===== src/sv/pls_pkg.sv =====
// pls_pkg: shared types and codes for the positional list store
// no dependencies; used by plc_cell and positional_list_store
`default_nettype none

package pls_pkg;

    localparam int DEPTH_DEF      = 16;
    localparam int DATA_WIDTH_DEF = 32;
    localparam int POS_W          = 5;
    localparam int CNT_W          = 5;
    localparam int WORD_W         = 32;
    localparam int WIDE_W         = 64;

    localparam logic [1:0] CMD_INSERT = 2'd0;
    localparam logic [1:0] CMD_READ   = 2'd1;
    localparam logic [1:0] CMD_REMOVE = 2'd2;
    localparam logic [1:0] CMD_CLEAR  = 2'd3;

    typedef struct packed {
        logic [1:0]        cmd;
        logic [POS_W-1:0]  position;
        logic [WORD_W-1:0] value;
    } t_in;

    typedef struct packed {
        logic              status;
        logic [WORD_W-1:0] read_value;
        logic [CNT_W-1:0]  count;
        logic              is_empty;
    } t_out;

    typedef struct packed {
        logic             ins;
        logic             rem;
        logic [POS_W-1:0] pos;
    } t_cell_ctl;

endpackage

`default_nettype wire


===== src/sv/plc_cell.sv =====
// plc_cell: one storage cell of the list chain, holds one word
// shifts from its lower or upper neighbor on insert or remove; uses pls_pkg
`default_nettype none

module plc_cell #(
    parameter int IDX        = 0,
    parameter int DATA_WIDTH = pls_pkg::DATA_WIDTH_DEF
) (
    input  wire logic                  i_clk,
    input  wire pls_pkg::t_cell_ctl    i_ctl,
    input  wire logic [DATA_WIDTH-1:0] i_word,
    input  wire logic [DATA_WIDTH-1:0] i_lower,
    input  wire logic [DATA_WIDTH-1:0] i_upper,
    input  wire logic [DATA_WIDTH-1:0] i_acc,
    output logic      [DATA_WIDTH-1:0] o_data,
    output logic      [DATA_WIDTH-1:0] o_acc
);

    logic [DATA_WIDTH-1:0] r_data;
    logic [DATA_WIDTH-1:0] n_data;
    logic                  hit;
    logic                  above;

    assign hit   = (int'(i_ctl.pos) == IDX);
    assign above = (IDX > int'(i_ctl.pos));

    always_comb begin
        n_data = r_data;
        if (i_ctl.ins && above) begin
            n_data = i_lower;
        end else if (i_ctl.ins && hit) begin
            n_data = i_word;
        end else if (i_ctl.rem && (above || hit)) begin
            n_data = i_upper;
        end
    end

    always_ff @(posedge i_clk) begin
        r_data <= n_data;
    end

    assign o_data = r_data;
    assign o_acc  = hit ? (i_acc | r_data) : i_acc;

endmodule

`default_nettype wire


===== src/sv/positional_list_store.sv =====
// positional_list_store: ordered list of up to DEPTH words held in a chain of cells
// depends on pls_pkg and plc_cell
//
// One command per cycle: a transaction accepted on the input side updates every cell
// at once (each cell compares its index with the position and shifts, loads or holds)
// and its result is registered; the next command is accepted while a result waits, as
// long as the output register is free or being taken. Insert moves words at and above
// the position up; remove moves words above it down; read and remove return the word
// picked off the cell chain. Out of range reads or removes, inserts past the end and
// inserts into a full list report an error and leave the list unchanged. Clear empties
// the list. No clearing pass.
`default_nettype none

module positional_list_store #(
    parameter int DEPTH      = pls_pkg::DEPTH_DEF,
    parameter int DATA_WIDTH = pls_pkg::DATA_WIDTH_DEF
) (
    input  wire logic          i_clk,
    input  wire logic          i_rst_n,
    input  wire logic          i_in_valid,
    output logic               o_in_ready,
    input  wire pls_pkg::t_in  i_in_data,
    output logic               o_out_valid,
    input  wire logic          i_out_ready,
    output pls_pkg::t_out      o_out_data
);

    localparam int CW = $clog2(DEPTH + 1);
    localparam int PW = (CW > pls_pkg::POS_W) ? CW : pls_pkg::POS_W;

    logic [CW-1:0]          r_count;
    logic [CW-1:0]          n_count;
    logic                   r_out_valid;
    pls_pkg::t_out          r_out;
    pls_pkg::t_out          n_out;

    logic                   accept;
    logic [PW-1:0]          pos_x;
    logic [PW-1:0]          cnt_x;
    logic                   full;
    logic                   err;
    logic                   ins_ok;
    logic                   rem_ok;
    pls_pkg::t_cell_ctl     ctl;
    logic [pls_pkg::WIDE_W-1:0] wide_in;
    logic [pls_pkg::WIDE_W-1:0] wide_rd;
    logic [DATA_WIDTH-1:0]  word;

    logic [DATA_WIDTH-1:0]  cell_data [DEPTH];
    logic [DATA_WIDTH-1:0]  acc [DEPTH+1];

    assign o_in_ready = !r_out_valid || i_out_ready;
    assign accept     = i_in_valid && o_in_ready;

    assign pos_x = PW'(i_in_data.position);
    assign cnt_x = PW'(r_count);
    assign full  = (int'(r_count) == DEPTH);

    always_comb begin
        unique case (i_in_data.cmd)
            pls_pkg::CMD_INSERT: err = full || (pos_x > cnt_x);
            pls_pkg::CMD_READ:   err = (pos_x >= cnt_x);
            pls_pkg::CMD_REMOVE: err = (pos_x >= cnt_x);
            default:             err = 1'b0;
        endcase
    end

    assign ins_ok = accept && !err && (i_in_data.cmd == pls_pkg::CMD_INSERT);
    assign rem_ok = accept && !err && (i_in_data.cmd == pls_pkg::CMD_REMOVE);

    assign ctl.ins = ins_ok;
    assign ctl.rem = rem_ok;
    assign ctl.pos = i_in_data.position;

    assign wide_in = pls_pkg::WIDE_W'(i_in_data.value);
    assign word    = wide_in[DATA_WIDTH-1:0];

    assign acc[0] = '0;

    for (genvar g = 0; g < DEPTH; g++) begin : g_cell
        logic [DATA_WIDTH-1:0] lower;
        logic [DATA_WIDTH-1:0] upper;
        if (g == 0) begin : g_lo0
            assign lower = '0;
        end else begin : g_lo
            assign lower = cell_data[g-1];
        end
        if (g == DEPTH - 1) begin : g_hi0
            assign upper = '0;
        end else begin : g_hi
            assign upper = cell_data[g+1];
        end
        plc_cell #(
            .IDX        (g),
            .DATA_WIDTH (DATA_WIDTH)
        ) u_cell (
            .i_clk   (i_clk),
            .i_ctl   (ctl),
            .i_word  (word),
            .i_lower (lower),
            .i_upper (upper),
            .i_acc   (acc[g]),
            .o_data  (cell_data[g]),
            .o_acc   (acc[g+1])
        );
    end

    assign wide_rd = pls_pkg::WIDE_W'(acc[DEPTH]);

    always_comb begin
        n_count = r_count;
        if (ins_ok) begin
            n_count = r_count + CW'(1);
        end else if (rem_ok) begin
            n_count = r_count - CW'(1);
        end else if (accept && (i_in_data.cmd == pls_pkg::CMD_CLEAR)) begin
            n_count = '0;
        end
    end

    always_comb begin
        n_out.status     = err;
        n_out.read_value = '0;
        if (!err && ((i_in_data.cmd == pls_pkg::CMD_READ) ||
                     (i_in_data.cmd == pls_pkg::CMD_REMOVE))) begin
            n_out.read_value = wide_rd[pls_pkg::WORD_W-1:0];
        end
        n_out.count    = pls_pkg::CNT_W'(n_count);
        n_out.is_empty = (n_count == '0);
    end

    always_ff @(posedge i_clk) begin
        if (!i_rst_n) begin
            r_count     <= '0;
            r_out_valid <= 1'b0;
        end else begin
            r_count <= n_count;
            if (accept) begin
                r_out_valid <= 1'b1;
            end else if (i_out_ready) begin
                r_out_valid <= 1'b0;
            end
        end
    end

    always_ff @(posedge i_clk) begin
        if (accept) begin
            r_out <= n_out;
        end
    end

    assign o_out_valid = r_out_valid;
    assign o_out_data  = r_out;

`ifndef NO_ASSERTIONS
    a_count_bound: assert property (@(posedge i_clk) disable iff (!i_rst_n)
        int'(r_count) <= DEPTH)
        else $error("list count above depth");

    a_clear: assert property (@(posedge i_clk) disable iff (!i_rst_n)
        (accept && (i_in_data.cmd == pls_pkg::CMD_CLEAR)) |=> (r_count == '0))
        else $error("clear did not empty list");

    a_insert_grow: assert property (@(posedge i_clk) disable iff (!i_rst_n)
        ins_ok |=> (r_count == $past(r_count) + CW'(1)))
        else $error("insert did not grow count");

    a_full_insert_err: assert property (@(posedge i_clk) disable iff (!i_rst_n)
        (accept && full && (i_in_data.cmd == pls_pkg::CMD_INSERT))
            |=> (o_out_valid && o_out_data.status && $stable(r_count)))
        else $error("insert into full list not flagged");
`endif

endmodule

`default_nettype wire


===== config.mk =====
export PLATFORM = sky130hd
export DESIGN_NAME = positional_list_store
export DESIGN_NICKNAME = d
export VERILOG_FILES = /design/src/sv/pls_pkg.sv /design/src/sv/plc_cell.sv /design/src/sv/positional_list_store.sv
export SDC_FILE = /design/constraint.sdc
export NUM_CORES = 1
export LEC_CHECK = 0
export BUFFER_PORTS_ARGS = -buffer_cell sky130_fd_sc_hd__buf_2
export CAP_MARGIN = 20
export CORE_ASPECT_RATIO = 0.75
export CORE_MARGIN = 2
export CORE_UTILIZATION = 40
export CTS_BUF_LIST = sky130_fd_sc_hd__clkbuf_16
export CTS_CLUSTER_DIAMETER = 100
export CTS_CLUSTER_SIZE = 25
export DETAILED_ROUTE_END_ITERATION = 12
export GPL_ROUTABILITY_DRIVEN = 0
export HOLD_SLACK_MARGIN = 0.02
export PLACE_DENSITY = 0.63
export SYNTH_ARGS = -nofsm -noshare
export SYNTH_HDL_FRONTEND = slang
export SYNTH_HIERARCHICAL = 1
export SYNTH_SLANG_ARGS = --single-unit

===== constraint.sdc =====
create_clock -name i_clk -period 12.8 [get_ports i_clk]
set_input_delay 3.2 -clock i_clk [delete_from_list [all_inputs] [get_ports i_clk]]
set_output_delay 3.2 -clock i_clk [all_outputs]
set_load 0.05 [all_outputs]

After elaboration in Yosys (flattened, before gate mapping)

Cells that the tools add are included.

Flip-flop bits (word level): 557
Input bits: 43

Add/subtract/negate cells: 2
Order comparisons: 17
Eq/ne operators: 19
Muxes and demuxes: 69
Bitwise logic cells: 15
Reduce and logical (&&, ||, !) cells: 94

Operator list:

| cell                | number |
|---|---|
| $mux 32             | 63 |
| $or 32x32->32       | 15 |
| $logic_and 1x1->1   | 53 |
| $eq 5x5->1 const B  | 9 |
| $reduce_bool 3->1   | 15 |
| $gt 4x5->1 const A  | 8 |
| $eq 5x4->1 const B  | 4 |
| $gt 3x5->1 const A  | 4 |
| $logic_or 1x1->1    | 18 |
| $mux 5              | 3 |
| $eq 5x3->1 const B  | 2 |
| $gt 2x5->1 const A  | 2 |
| $logic_not 5->1     | 2 |
| $add 5x1->5 const B | 1 |
| $eq 5x2->1 const B  | 1 |
| $ge 5x5->1          | 1 |
| $gt 1x5->1 const A  | 1 |
| $gt 5x5->1          | 1 |
| $sub 5x1->5 const B | 1 |
| $eq 2x2->1 const B  | 2 |
| $reduce_bool 2->1   | 2 |
| $eq 2x1->1 const B  | 1 |
| $logic_not 1->1     | 2 |
| $logic_not 2->1     | 1 |
| 3 further kinds     | 4 |

Longest topological paths before layout

Word-level depth: 32
Depth in mapped cells: 20
Gate-level depth less buffers: 19

Modules after synthesis

Netlist, hierarchy kept.

Modules (own cells, without submodules):

| module                       | times used | cells an instance | area an instance (sq um) |
|---|---|---|---|
| plc_cell (g_cell[4].u_cell)  | 1          | 229               | 2357.3 |
| plc_cell (g_cell[8].u_cell)  | 1          | 254               | 2264.7 |
| positional_list_store        | 1          | 189               | 2243.4 |
| plc_cell (g_cell[2].u_cell)  | 1          | 224               | 2184.6 |
| plc_cell (g_cell[12].u_cell) | 1          | 226               | 2169.6 |
| plc_cell (g_cell[7].u_cell)  | 1          | 215               | 2115.8 |
| plc_cell (g_cell[3].u_cell)  | 1          | 178               | 2109.5 |
| plc_cell (g_cell[5].u_cell)  | 1          | 227               | 2109.5 |
| plc_cell (g_cell[10].u_cell) | 1          | 229               | 2103.3 |
| plc_cell (g_cell[1].u_cell)  | 1          | 185               | 2059.5 |
| plc_cell (g_cell[6].u_cell)  | 1          | 151               | 2031.9 |
| plc_cell (g_cell[11].u_cell) | 1          | 155               | 1968.1 |
| plc_cell (g_cell[13].u_cell) | 1          | 155               | 1924.3 |
| plc_cell (g_cell[9].u_cell)  | 1          | 153               | 1915.6 |
| +3 rows                      | --         | --                | -- |

Worst setup path after synthesis

OpenSTA, ideal clock, no wires.

Kind: input -> register
Start: input port i_out_ready
End: register g_cell[5].u_cell.r_data[0] (enable)
Setup time: 0.595 ns
Data arrival time: 10.445 ns
Required time: 12.205 ns
Slack: 1.760 ns
Stages: 7
Buffers on the path: 0
Cell sequence: nand2b_1 -> nand2_1 -> nor2_1 -> a21boi_2 -> and2_1 -> nor2_1 -> a2111oi_0

Cells in the longest elaborated chain, start to end: 6
Elaborated cells between the ends (all ways): 9

RTL lines:

| what                                 | RTL line                       | RTL |
|---|---|---|
| from (decl)                          | positional_list_store.sv:24    | `input wire logic i_out_ready,` |
| $logic_or 1x1->1 *                   | positional_list_store.sv:52    | `assign o_in_ready = !r_out_valid \|\| i_out_ready;` |
| $logic_and 1x1->1 *                  | positional_list_store.sv:53    | `assign accept = i_in_valid && o_in_ready;` |
| $logic_and 1x1->1 * (2 in a row)     | positional_list_store.sv:68    | `assign ins_ok = accept && !err && (i_in_data.cmd == pls_pkg::CMD_INSERT);` |
| named net ins_ok                     | positional_list_store.sv:42    | `logic ins_ok;` |
| $logic_and 1x1->1 (on tied branches) | plc_cell.sv:31, plc_cell.sv:29 |  |
| $reduce_bool 3->1 (no source line) * | --                             |  |
| to (signal assigned)                 | plc_cell.sv:39                 | `r_data <= n_data;` |
| to (decl)                            | plc_cell.sv:19                 | `logic [DATA_WIDTH-1:0] r_data;` |

Mark *: on every way through the listed nets, which the timed path passes. The rest lies on a longest branch.
A chain may end at the register's enable or synchronous reset.

Final worst setup path

Start: input port i_in_data[32] (netlist bit)
End: register g_cell[2].u_cell.r_data[18], data pin

Cells in the longest elaborated chain, start to end: 9
Elaborated cells between the ends (all ways): 13

RTL lines:

| what                                  | RTL line                    | RTL |
|---|---|---|
| from (decl)                           | positional_list_store.sv:22 | `input wire pls_pkg::t_in i_in_data,` |
| $gt 5x5->1                            | positional_list_store.sv:61 | `pls_pkg::CMD_INSERT: err = full \|\| (pos_x > cnt_x);` |
| $logic_or 1x1->1                      | positional_list_store.sv:61 |  |
| $pmux 1 s2 *                          | positional_list_store.sv:60 | `unique case (i_in_data.cmd)` |
| $logic_not 1->1 *                     | positional_list_store.sv:68 |  |
| $logic_and 1x1->1 * (2 in a row)      | positional_list_store.sv:68 |  |
| named net ins_ok                      | positional_list_store.sv:42 |  |
| $logic_and 1x1->1                     | plc_cell.sv:31              | `end else if (i_ctl.ins && hit) begin` |
| $mux 32                               | plc_cell.sv:31              |  |
| $mux 32 *                             | plc_cell.sv:29              | `if (i_ctl.ins && above) begin` |
| named net g_cell[2].u_cell.n_data[18] | plc_cell.sv:20              | `logic [DATA_WIDTH-1:0] n_data;` |
| to (signal assigned)                  | plc_cell.sv:39              |  |
| to (decl)                             | plc_cell.sv:19              |  |

Marked as above.

==> metrics.md <==
| Metric | Value |
|---|---|
| Status | complete, no violations |
| WP data arrival | slightly below 8000 ps |
| DRT iter0 DRCs | around 3100 |
| Global-route usage over all layers | 0.228 |
| Register area share after synthesis | 0.474 |
| Tightest Pin Transition | 1070 ps |
| RSZ-0062 raised after global routing | no |
| Die footprint | 90300 um^2 |
| Post-Synthesis Mean Instance Area | 11.1 um^2 |
| Worst Setup Start Kind | primary input |
| Row cnt | 94 |
| DRT Pass-1 Iters | 6 |
| Endpoint class of the critical path | flop |
| Fin Setup TNS | 0 ps |
| Final HPWL DP | 70600 um |
| Core Area | 87400 um^2 |
| Cell Pwr Density | about 100 nW/um^2 |
| Final slew viol count | 0 |
| Fmax | approximately 130 MHz |
| Number of flops mapped to enable cells by yosys | roughly 550 |
| TritonCTS clock tree | done |
| Critical path type | in2reg |
| Root buf cell | clkbuf_16 |
| Die width | 346 um |
| CTS Buf Count | 26 |
| Antenna Nets Post-Route | 0 |
| Dpl ws | 4570 ps |
| Fin crit period | 7500 ps |
| PortBufs | slightly above 80 |
| Post-synthesis async set-or-reset flop share | 0 |
| Number of global-route vias before repair | 27289 |
| Leakage Power | 0.0143 uW |
| # DRC | 0 |
| Initial antenna violation count | 0 |
| H-tree lvl count | 1 |
| Commonest register cell after synthesis | edfxtp_1 |
| Area Growth Syn to Fin | 5.28% |
| Slew HR | 0.285 |
| DRT Wirelength | 106000 um |
| Most frequent cells in the layout | 551 x edfxtp_1, 516 x a21o_1, 121 x nor2_1, 115 x or3_1, 111 x nand2_1 |
| Routed vias | 27788 |
| Final period util | 0.586 |
| Final Core Density | 0.423 |
| Vias/cell | about 6.5 |
| Synth Cell Area | 35100 um^2 |
| Yosys Warn Count | 6 |
| Final worst setup slack | about 5300 ps |
| Setup Skew | 35.0 ps |
| Peak VDD IR | 0.0943 mV |
| First-pass GRT wire length | approximately 170000 um |
| Synth unique cells | 93 |
| Worst min path class | reg2reg |
| Cts repair resizes | 0 |
| Nets@finish | 3184 |
| CTS Sinks | 557 |
| Yosys reg bits | 557 |
| Grt ovf | 0 |
| Most common cell after layout, fill and taps aside | edfxtp_1 |
| Pin count of the biggest net entering global routing | 81 |
| Post CTS Setup Buffer Count | 0 |
| Die height | between 200 and 300 um |
| Worst-path clk slew | roughly 110 ps |
| I/O Pins | 84 |
| Layout cells sized above 1 | 0.161 |
| # hold bufs at CTS | 0 |
| Mapped Cells | 3177 |
| Number of diodes | 0 |
| Maxcap violations | 0 |
| Crit-path max FO | 80 |
| Final Hold Viols | 0 |
| WP data required | 13190 ps |
| Clk_lat worst skew | 630 ps |
| Final setup fails | 0 |
| Initial Util | 0.402 |
| Clk buf depth | 3 |
| DR WL/cell | roughly 25 um |
## routing by layer
| metal | share of wire | wire length, um | GRT usage |
|---|---|---|---|
| met1 | 0.48 | 50500 | 0.353 |
| met2 | 0.44 | 46400 | 0.346 |
| met3 | 0.071 | 7490 | 0.0251 |
| met4 | 0.015 | 1590 | 0.0359 |
| met5 | 0 | 0 | 0 |
## cells in the mapped netlist, drive strengths merged (12+ instances only)
cell type / n / area, um^2
nand2: 113 / 429
and2: 42 / 263
a221o: 18 / 180
a21o: 516 / 3870
ha: 12 / 150
inv: 77 / 289
o22ai: 97 / 801
buf: 181 / 1420
nand3b: 65 / 488
clkbuf: 127 / 508
a31oi: 134 / 1010
mux2: 32 / 473
or3: 116 / 731
nand3: 102 / 515
a2bb2oi: 34 / 485
a32oi: 31 / 272
o31a: 31 / 273
a21oi: 138 / 796
mux2i: 64 / 641
nand2b: 46 / 310
nor2: 129 / 489
edfxtp: 551 / 16500
and3: 52 / 330
a311o: 30 / 300
o221a: 142 / 1600
nor3: 105 / 558
o21ai: 104 / 524
## registers in the layout, summed over array words and instances, names as in the netlist
register,flops
cnt_x,5
g_cell.u_cell/o_data,512
o_out_data,39
o_out_valid,1
## report_power, final
part / internal (uW) / switching [uW]
Sequential: 2050 / 28.1
Combinational: 187 / 328
Clock: 386 / 620
## final cells by class
class,count,area [um^2]
fillers,8301,50400
multi-input cells,2298,16700
clock buffers,27,676
well taps,1152,1440
inverters,77,289
clock inverters,10,53.8
flip-flops and latches,557,16700
repair buffers,169,1130
## path summary, 6_finish.rpt
kind	start	end	slack, ps	cells after the start
max	i_in_data[32]	g_cell[2].u_cell/o_data[18]	5300	12
min	o_out_valid	o_out_valid	580	2
max reg2reg	cnt_x[1]	g_cell[2].u_cell/o_data[18]	7810	11
min reg2reg	o_out_valid	o_out_valid	580	2
## cell families after synthesis
| family | after synthesis | share of synthesized area |
|---|---|---|
| AO/OA/AOI/OAI | 1310 | 0.297 |
| AND/OR/NAND/NOR | 816 | 0.130 |
| flip-flops | 557 | 0.474 |
| buffers and inverters | 385 | 0.0630 |
| multiplexers | 96 | 0.0317 |
| adder cells (fa/ha/maj) | 12 | 0.00427 |
| other | 1 | 0.000107 |
## stage by stage
step                      instance area [um^2]  std cells  total power [uW]  hold WS, ps
final                                    37000       4290              3590          579
after global routing                     37000       4290              3700          615
after CTS                                36900       4286              3610          589
after detailed placement                 36200       4249              2620          568
after global placement                   36200       4249              2620          551
after floorplan                          35400       3240              2460          565
## critical path: stages
cell,delay (ps)
buf_4,380
inv_1,90
ha_1,320
nand2b_4,140
a211oi_2,270
o21ai_2,140
a21boi_2,350
and2_4,690
buf_4,800
or4b_2,1100
nand2_1,220
nand3_1,80
Power figures use the tool's default switching activity.
